## config.mk

```make
export PLATFORM = sky130hd
export DESIGN_NAME = round_robin_lock_handoff_core
export DESIGN_NICKNAME = d
export VERILOG_FILES = /design/src/rrlh_pkg.sv /design/src/rrlh_pick.sv /design/src/rrlh_ctrl.sv /design/src/rrlh_dp.sv /design/src/round_robin_lock_handoff_core.sv
export SDC_FILE = /design/constraint.sdc
export NUM_CORES = 1
export LEC_CHECK = 0
export BUFFER_PORTS_ARGS = -buffer_cell sky130_fd_sc_hd__buf_2
export CAP_MARGIN = 10
export CORE_MARGIN = 2
export CORE_UTILIZATION = 55
export DETAILED_ROUTE_END_ITERATION = 16
export HOLD_SLACK_MARGIN = 0.06
export PLACE_DENSITY = 0.75
export SLEW_MARGIN = 40
export SYNTH_ARGS = -nofsm -noshare
export SYNTH_HDL_FRONTEND = slang
export SYNTH_HIERARCHICAL = 1
export SYNTH_SLANG_ARGS = --single-unit
```

## constraint.sdc

```tcl
create_clock -name clk -period 4 [get_ports clk]
set_input_delay 0.4 -clock clk [delete_from_list [all_inputs] [get_ports clk]]
set_output_delay 0.4 -clock clk [all_outputs]
set_load 0.02 [all_outputs]
```

## src/rrlh_pkg.sv

```systemverilog
// types, constants and controller interface for the round-robin lock handoff core
`timescale 1ns / 1ps

package rrlh_pkg;

	localparam int MAX_THREADS = 64;
	localparam int TID_W       = $clog2(MAX_THREADS);
	localparam int CNT_W       = TID_W + 1;

	localparam logic [CNT_W-1:0] CNT_RESET = CNT_W'(MAX_THREADS);
	localparam logic [CNT_W-1:0] CNT_MAX   = CNT_W'(MAX_THREADS);
	localparam logic [CNT_W-1:0] CNT_MIN   = CNT_W'(1);

	localparam logic CMD_ACQUIRE = 1'b0;
	localparam logic CMD_RELEASE = 1'b1;

	localparam logic KIND_IMMEDIATE = 1'b0;
	localparam logic KIND_HANDOFF   = 1'b1;

	typedef struct packed {
		logic             cmd;
		logic [TID_W-1:0] thread;
	} rrlh_in_t;

	typedef struct packed {
		logic [TID_W-1:0] granted_thread;
		logic             grant_kind;
	} rrlh_out_t;

	typedef struct packed {
		logic load;
		logic pick;
		logic commit;
	} rrlh_cmd_t;

	typedef struct packed {
		logic in_range;
	} rrlh_status_t;

endpackage

```

## src/rrlh_pick.sv

```systemverilog
// lowest set bit finder over the waiting marks
`timescale 1ns / 1ps

module rrlh_pick
	import rrlh_pkg::*;
(
	input  logic [MAX_THREADS-1:0] mask,
	output logic                   found,
	output logic [TID_W-1:0]       index
);

	always_comb begin
		found = 1'b0;
		index = '0;
		for (int i = MAX_THREADS - 1; i >= 0; i--) begin
			if (mask[i]) begin
				found = 1'b1;
				index = TID_W'(i);
			end
		end
	end

endmodule

```

## src/rrlh_ctrl.sv

```systemverilog
// controller state machine: accept, pick, commit
`timescale 1ns / 1ps

module rrlh_ctrl
	import rrlh_pkg::*;
(
	input  logic         clk,
	input  logic         arst_n,
	input  logic         start,
	input  rrlh_status_t status,
	output rrlh_cmd_t    cmd,
	output logic         busy
);

	typedef enum logic [2:0] {
		ST_IDLE   = 3'b001,
		ST_PICK   = 3'b010,
		ST_COMMIT = 3'b100
	} state_t;

	state_t state_q;
	state_t state_next;

	always_comb begin
		state_next = state_q;
		case (state_q)
			ST_IDLE: begin
				if (start) begin
					state_next = ST_PICK;
				end
			end
			ST_PICK: begin
				if (status.in_range) begin
					state_next = ST_COMMIT;
				end else begin
					state_next = ST_IDLE;
				end
			end
			ST_COMMIT: begin
				state_next = ST_IDLE;
			end
			default: begin
				state_next = ST_IDLE;
			end
		endcase
	end

	always_ff @(posedge clk or negedge arst_n) begin
		if (!arst_n) begin
			state_q <= ST_IDLE;
		end else begin
			state_q <= state_next;
		end
	end

	assign busy       = (state_q != ST_IDLE);
	assign cmd.load   = (state_q == ST_IDLE) && start;
	assign cmd.pick   = (state_q == ST_PICK) && status.in_range;
	assign cmd.commit = (state_q == ST_COMMIT);

endmodule

```

## src/rrlh_dp.sv

```systemverilog
// datapath: waiting marks, free token, round-robin search and result word
`timescale 1ns / 1ps

module rrlh_dp
	import rrlh_pkg::*;
(
	input  logic         clk,
	input  logic         arst_n,
	input  rrlh_cmd_t    cmd,
	output rrlh_status_t status,
	input  rrlh_in_t     req,
	input  logic         cfg_we,
	input  logic [CNT_W-1:0] cfg_data,
	output logic         result_valid,
	output rrlh_out_t    result
);

	rrlh_in_t               op_q;
	logic [CNT_W-1:0]       count_q;
	logic [MAX_THREADS-1:0] marks_q;
	logic                   free_q;
	logic                   found_s1;
	logic [TID_W-1:0]       cand_s1;
	logic                   result_valid_q;
	rrlh_out_t              result_q;

	logic [CNT_W-1:0]       eff_n;
	logic [MAX_THREADS-1:0] above_mask;
	logic [MAX_THREADS-1:0] below_mask;
	logic [MAX_THREADS-1:0] thread_bit;
	logic                   hi_found;
	logic                   lo_found;
	logic [TID_W-1:0]       hi_index;
	logic [TID_W-1:0]       lo_index;

	always_comb begin
		if (count_q < CNT_MIN) begin
			eff_n = CNT_MIN;
		end else if (count_q > CNT_MAX) begin
			eff_n = CNT_MAX;
		end else begin
			eff_n = count_q;
		end
	end

	assign status.in_range = ({1'b0, op_q.thread} < eff_n);
	assign thread_bit      = MAX_THREADS'(1) << op_q.thread;

	// successors up to the count, then wrap to those below the releaser
	always_comb begin
		for (int i = 0; i < MAX_THREADS; i++) begin
			above_mask[i] = marks_q[i] && (CNT_W'(i) > {1'b0, op_q.thread})
				&& (CNT_W'(i) < eff_n);
			below_mask[i] = marks_q[i] && (CNT_W'(i) < {1'b0, op_q.thread});
		end
	end

	rrlh_pick u_pick_hi (
		.mask  (above_mask),
		.found (hi_found),
		.index (hi_index)
	);

	rrlh_pick u_pick_lo (
		.mask  (below_mask),
		.found (lo_found),
		.index (lo_index)
	);

	always_ff @(posedge clk) begin
		if (cmd.load) begin
			op_q <= req;
		end
		if (cmd.pick) begin
			found_s1 <= hi_found || lo_found;
			cand_s1  <= hi_found ? hi_index : lo_index;
		end
	end

	always_ff @(posedge clk or negedge arst_n) begin
		if (!arst_n) begin
			count_q        <= CNT_RESET;
			marks_q        <= '0;
			free_q         <= 1'b1;
			result_valid_q <= 1'b0;
		end else begin
			result_valid_q <= 1'b0;
			if (cfg_we) begin
				count_q <= cfg_data;
			end
			if (cmd.commit) begin
				if (op_q.cmd == CMD_ACQUIRE) begin
					marks_q <= marks_q | thread_bit;
					if (free_q) begin
						free_q         <= 1'b0;
						result_valid_q <= 1'b1;
					end
				end else begin
					marks_q <= marks_q & ~thread_bit;
					if (found_s1) begin
						result_valid_q <= 1'b1;
					end else begin
						free_q <= 1'b1;
					end
				end
			end
		end
	end

	always_ff @(posedge clk) begin
		if (cmd.commit) begin
			if (op_q.cmd == CMD_ACQUIRE) begin
				result_q.granted_thread <= op_q.thread;
				result_q.grant_kind     <= KIND_IMMEDIATE;
			end else begin
				result_q.granted_thread <= cand_s1;
				result_q.grant_kind     <= KIND_HANDOFF;
			end
		end
	end

	assign result_valid = result_valid_q;
	assign result       = result_q;

endmodule

```

## src/round_robin_lock_handoff_core.sv

```systemverilog
// top level of the round-robin lock handoff core
// a grant word, when one is given, is registered in the commit step, after the pick step
// the core takes no new command until the pick and commit steps of the controller
// are done; busy stays high while those steps run after start is taken
// an out-of-range thread id frees the core after the pick step, skips commit and gives no word
// reset: all waiting marks clear, lock free, thread count 64; no clearing pass
`timescale 1ns / 1ps

module round_robin_lock_handoff_core
	import rrlh_pkg::*;
(
	input  logic             clk,
	input  logic             arst_n,
	input  logic             start,
	output logic             busy,
	input  rrlh_in_t         req,
	input  logic             cfg_valid,
	output logic             cfg_ready,
	input  logic [CNT_W-1:0] cfg_data,
	output logic             result_valid,
	output rrlh_out_t        result
);

	rrlh_cmd_t    ctrl_cmd;
	rrlh_status_t dp_status;

	rrlh_ctrl u_ctrl (
		.clk    (clk),
		.arst_n (arst_n),
		.start  (start),
		.status (dp_status),
		.cmd    (ctrl_cmd),
		.busy   (busy)
	);

	rrlh_dp u_dp (
		.clk          (clk),
		.arst_n       (arst_n),
		.cmd          (ctrl_cmd),
		.status       (dp_status),
		.req          (req),
		.cfg_we       (cfg_valid && cfg_ready),
		.cfg_data     (cfg_data),
		.result_valid (result_valid),
		.result       (result)
	);

	assign cfg_ready = !busy;

	a_taken_goes_busy: assert property (@(posedge clk) disable iff (!arst_n)
		start && !busy |=> busy)
		else $error("command taken but core not busy");

	a_word_after_command: assert property (@(posedge clk) disable iff (!arst_n)
		result_valid |-> $past(start && !busy, 3))
		else $error("grant word without a command three cycles earlier");

	a_single_word: assert property (@(posedge clk) disable iff (!arst_n)
		result_valid |=> !result_valid)
		else $error("two grant words in a row");

	a_immediate_to_requester: assert property (@(posedge clk) disable iff (!arst_n)
		result_valid && (result.grant_kind == KIND_IMMEDIATE)
		|-> (result.granted_thread == $past(req.thread, 3)))
		else $error("immediate grant to a thread other than the requester");

endmodule
```

==> impl.org <==
** Clock tree
- The clock tree synthesis step divided the H-tree into 3 levels.
- TritonCTS built the clock tree.
- Clock latency on the worst-skew pair, taken at its later pin, is 0.36 ns.
- Buffer type at the clock tree root :: sky130_fd_sc_hd__clkbuf_16
- Clock edge transition at the registers on the reported setup and hold paths :: 0.08 ns
- CTS saw 97 sinks.
- Resize count post-CTS :: 0
- Number of buffers on the longest clock path :: 2
- Post-CTS Setup Bufs :: 0
- Hold repair after CTS inserted 0 buffers.
- TritonCTS buffer count :: 9

** Synth
- Area fraction of the dominant cell type after synthesis :: 22.5%
- The synthesized design contains 21 enable-type register cells.
- Synthesis handed over a netlist of 985 instances.
- Synth Warn # :: 6
- Sequential elements use 31.2% of the synthesized area.
- Library cell with the highest instance count after synthesis :: sky130_fd_sc_hd__nor2_1
- Dominant synthesized flop cell :: sky130_fd_sc_hd__dfrtp_1
- Synth Area per Inst :: 8.25 um^2
- Synth unique cells :: 92
- After synthesis the cells add up to 8120 um^2.
- Top area cells in the synthesized netlist :: sky130_fd_sc_hd__dfrtp_1, sky130_fd_sc_hd__edfxtp_1, sky130_fd_sc_hd__o21ai_0
- Synthesis inferred 97 register bits.
- Of all cell types, the one taking the most synthesized area is sky130_fd_sc_hd__dfrtp_1.
- Async set or reset register ratio after synthesis :: 78.4%
- By count the netlist is led by sky130_fd_sc_hd__nor2_1, sky130_fd_sc_hd__o21ai_0, sky130_fd_sc_hd__dfrtp_1.

** Detailed routing
- Via count :: 8,576
- Post-detailed-routing wire length :: 32.9 mm
- Vias per cell :: 7.17
- Initial drt markers :: 1,354
- Remaining routing DRC violations :: 0
- The pre-antenna-repair detailed-routing pass consisted of 7 iterations.
- After detailed routing, the average wire length per cell comes to 27.5 um.
- Antenna-violating nets left :: 0

** Critical path
- For the worst setup path, the data arrival time is 3.74 ns.
- In this run the critical register-to-register path is launched from u_dp/count_q[6]$_DFFE_PN1P_.
- Among cell families on the critical path, the largest total delay comes from simple AND/OR/NAND/NOR gates.
- Type of destination of the critical path :: flip-flop
- Worst Path Buf+Inv :: 1
- Critical path peak fanout :: 35
- Worst reg-to-reg setup slack :: 0.36 ns
- For this run, the slowest stage of the critical path takes 0.95 ns.
- Startpoint kind of the worst setup timing path :: flip-flop
- Most prevalent standard cell on the critical path :: sky130_fd_sc_hd__o21ai_1
- Among all stages on the critical path, the largest delay is contributed by sky130_fd_sc_hd__dfstp_2.
- Traced cell by cell, the critical path runs through and2b_1, inv_1, nor2_1, o2111a_1, or4_1, nor2_2, o21ai_1, a21oi_1, o21ai_1, and3_1, mux2_2.
- In this run the critical register-to-register path is captured at u_dp/cand_s1[3]$_DFFE_PP_.
- Measured in cells, the most critical reg-to-reg path has a length of 11.
- Critical path required time :: 4.10 ns
- The critical path is of the reg -> reg type.

** Timing
- Dividing the final minimum period by the clock period gives 90.9%.
- Min Clock Period, post-route :: 3.64 ns
- The number of pins exceeding their max-slew limit in the final report is 0.
- Highest achievable clock rate :: 275 MHz
- Worst slew margin :: 33.8%
- Worst clock skew :: 0.0147 ns
- Setup violations remaining at the end of the flow were counted as 0.
- Measured slew at the worst slew-check pin :: 0.984 ns
- Setup repair after global routing left no endpoint under its margin.
- The final hold violation count is 0.
- Adding up every negative setup slack in the final design gives 0 ns.
- Worst hold-check slack :: 0.0671 ns

** Power and ir drop
- Peak supply drop :: 0.300 mV
- For this design the ratio of total power to cell area is 475 nW/um^2.
- Leakage power summed over all cells :: 3.54 nW

** Finish
- From synthesis to final layout, the design area changed by 8.72%.
- The number of antenna diodes in the final layout is 0.
- Final instance area :: 8830 um^2
- The final layout contains 1,030 nets.
- In the final layout, the share of cells above drive strength 1 is 17.0%.
- Leaving out filler cells and counting taps, the final layout contains 1,196.

** Place
- In this run the tool buffered the top-level ports with 27 buffer cells.
- Total placed cells including tap cells :: 1,178
- Area after detailed placement :: 8500 um^2
- Routability-driven placement finished with a final weighted congestion of 1.17.
- HPWL after detailed placement :: 25.8 mm

** Floorplanning
- The floorplan step defined a die boundary enclosing 15,800 um^2.
- Core Area :: 14,500 um^2
- The die is 126 um tall.
- During I/O placement, the number of pins put on the boundary was 28.
- Cell Rows :: 44
- Die Span X :: 126 um
- Initial core utilization :: 56.1%

** Global routing
- The initial antenna violation count came to 1.
- GR Overflow Total :: 0
- First-pass GRT wire length :: 49.1 mm
- Pin count of the biggest net entering global routing :: 77
- Vias in the first global route :: 7,866
- Aggregate global-route resource usage :: 41.7%

** Outcome
- Result of the run :: completed

** Hold path
- Kind of path behind the tightest hold check :: in -> async

** Flow run
- Max-cap violations in this run came to 0.
logic make-up after synthesis:
group	count (synthesis)	synth area share, %
AND/OR/NAND/NOR	408	29.6
AO/OA/AOI/OAI	325	26.7
buffers and inverters	118	7.41
flip-flops	97	31.2
multiplexers	31	4.24
adder cells (fa/ha/maj)	5	0.770
other	1	0.0462
report_power, final:
part           internal (W)  switching [W]  leakage, nW  total (W)
clock network      0.000446       0.000459        0.146   0.000904
registers           0.00115       0.000260         1.23    0.00141
logic              0.000638        0.00125         2.17    0.00188
through the flow:
stage / util, % / setup WS [ns] / total power, W
2_1_floorplan: - / 1.00 / 0.00263
3_3_place_gp: 58.7 / 0.450 / 0.00319
3_5_place_dp: 58.7 / 0.409 / 0.00321
4_1_cts: 60.8 / 0.383 / 0.00410
5_1_grt: 61.0 / 0.145 / 0.00437
6_report: 61.0 / 0.365 / 0.00420
layout make-up:
cell class | count | area (um^2)
clock inverters | 7 | 80.1
multi-input cells | 776 | 5020
well taps | 184 | 230
fillers | 1317 | 5650
flip-flops and latches | 97 | 2540
repair buffers | 80 | 581
inverters | 43 | 161
clock buffers | 9 | 225
layout by cell type (no fill, tap or decap), types with 6 or more instances in the layout:
cell type,netlist,routed
sky130_fd_sc_hd__dfrtp_1,73,73
sky130_fd_sc_hd__nand4bb_1,7,7
sky130_fd_sc_hd__edfxtp_1,21,21
sky130_fd_sc_hd__nor3_1,39,39
sky130_fd_sc_hd__nand4_1,7,7
sky130_fd_sc_hd__nand3b_1,6,6
sky130_fd_sc_hd__o31ai_1,52,52
sky130_fd_sc_hd__nand2b_1,6,6
sky130_fd_sc_hd__nand3_1,20,20
sky130_fd_sc_hd__a21oi_1,59,59
sky130_fd_sc_hd__inv_1,42,42
sky130_fd_sc_hd__o21a_1,10,10
sky130_fd_sc_hd__or4_4,6,6
sky130_fd_sc_hd__clkbuf_16,0,9
sky130_fd_sc_hd__and3_1,30,30
sky130_fd_sc_hd__conb_1,1,7
sky130_fd_sc_hd__and2_1,14,14
sky130_fd_sc_hd__o21ai_1,12,12
sky130_fd_sc_hd__a31oi_1,8,8
sky130_fd_sc_hd__nand2_1,53,53
sky130_fd_sc_hd__nor4_1,40,40
sky130_fd_sc_hd__a21boi_0,8,8
sky130_fd_sc_hd__nor2b_1,24,24
sky130_fd_sc_hd__nor2_1,90,90
sky130_fd_sc_hd__a211oi_1,9,9
sky130_fd_sc_hd__o211ai_1,9,9
sky130_fd_sc_hd__buf_2,21,26
sky130_fd_sc_hd__o211a_1,6,6
sky130_fd_sc_hd__buf_4,11,49
sky130_fd_sc_hd__o21ai_0,89,89
sky130_fd_sc_hd__mux2_2,27,27
sky130_fd_sc_hd__nor3b_1,7,6
metal layers:
metal  vias to the layer above  wire length (um)  track usage, %
li1                       3782                 -               -
met1                      4082             13300            58.4
met2                       596             13800            60.1
met3                       116              3980            12.0
met4                         0              1840            17.8
met5                         -                 0               0
worst reg2reg max path, stage by stage, from the launching register on:
cell	delay (ns)
sky130_fd_sc_hd__dfstp_2	0.95
sky130_fd_sc_hd__and2b_1	0.30
sky130_fd_sc_hd__inv_1	0.26
sky130_fd_sc_hd__nor2_1	0.11
sky130_fd_sc_hd__o2111a_1	0.30
sky130_fd_sc_hd__or4_1	0.46
sky130_fd_sc_hd__nor2_2	0.17
sky130_fd_sc_hd__o21ai_1	0.11
sky130_fd_sc_hd__a21oi_1	0.18
sky130_fd_sc_hd__o21ai_1	0.07
sky130_fd_sc_hd__and3_1	0.18
sky130_fd_sc_hd__mux2_2	0.27
how the worst max path moves through the flow:
| stage | startpoint | endpoint | cells past startpoint | slack, ns |
|---|---|---|---|---|
| 2_1_floorplan | u_dp/op_q[3]$_DFFE_PP_ | u_dp/cand_s1[0]$_DFFE_PP_ | 12 | 1.00 |
| 3_3_place_gp | u_dp/count_q[6]$_DFFE_PN1P_ | u_dp/cand_s1[3]$_DFFE_PP_ | 11 | 0.45 |
| 3_5_place_dp | u_dp/count_q[6]$_DFFE_PN1P_ | u_dp/cand_s1[3]$_DFFE_PP_ | 11 | 0.41 |
| 4_1_cts | u_dp/count_q[6]$_DFFE_PN1P_ | u_dp/cand_s1[3]$_DFFE_PP_ | 11 | 0.38 |
| 5_1_grt | u_dp/count_q[6]$_DFFE_PN1P_ | u_dp/cand_s1[0]$_DFFE_PP_ | 9 | 0.14 |
| 6_report | u_dp/count_q[6]$_DFFE_PN1P_ | u_dp/cand_s1[3]$_DFFE_PP_ | 11 | 0.36 |
No activity file was read; power rests on OpenSTA's default activity.
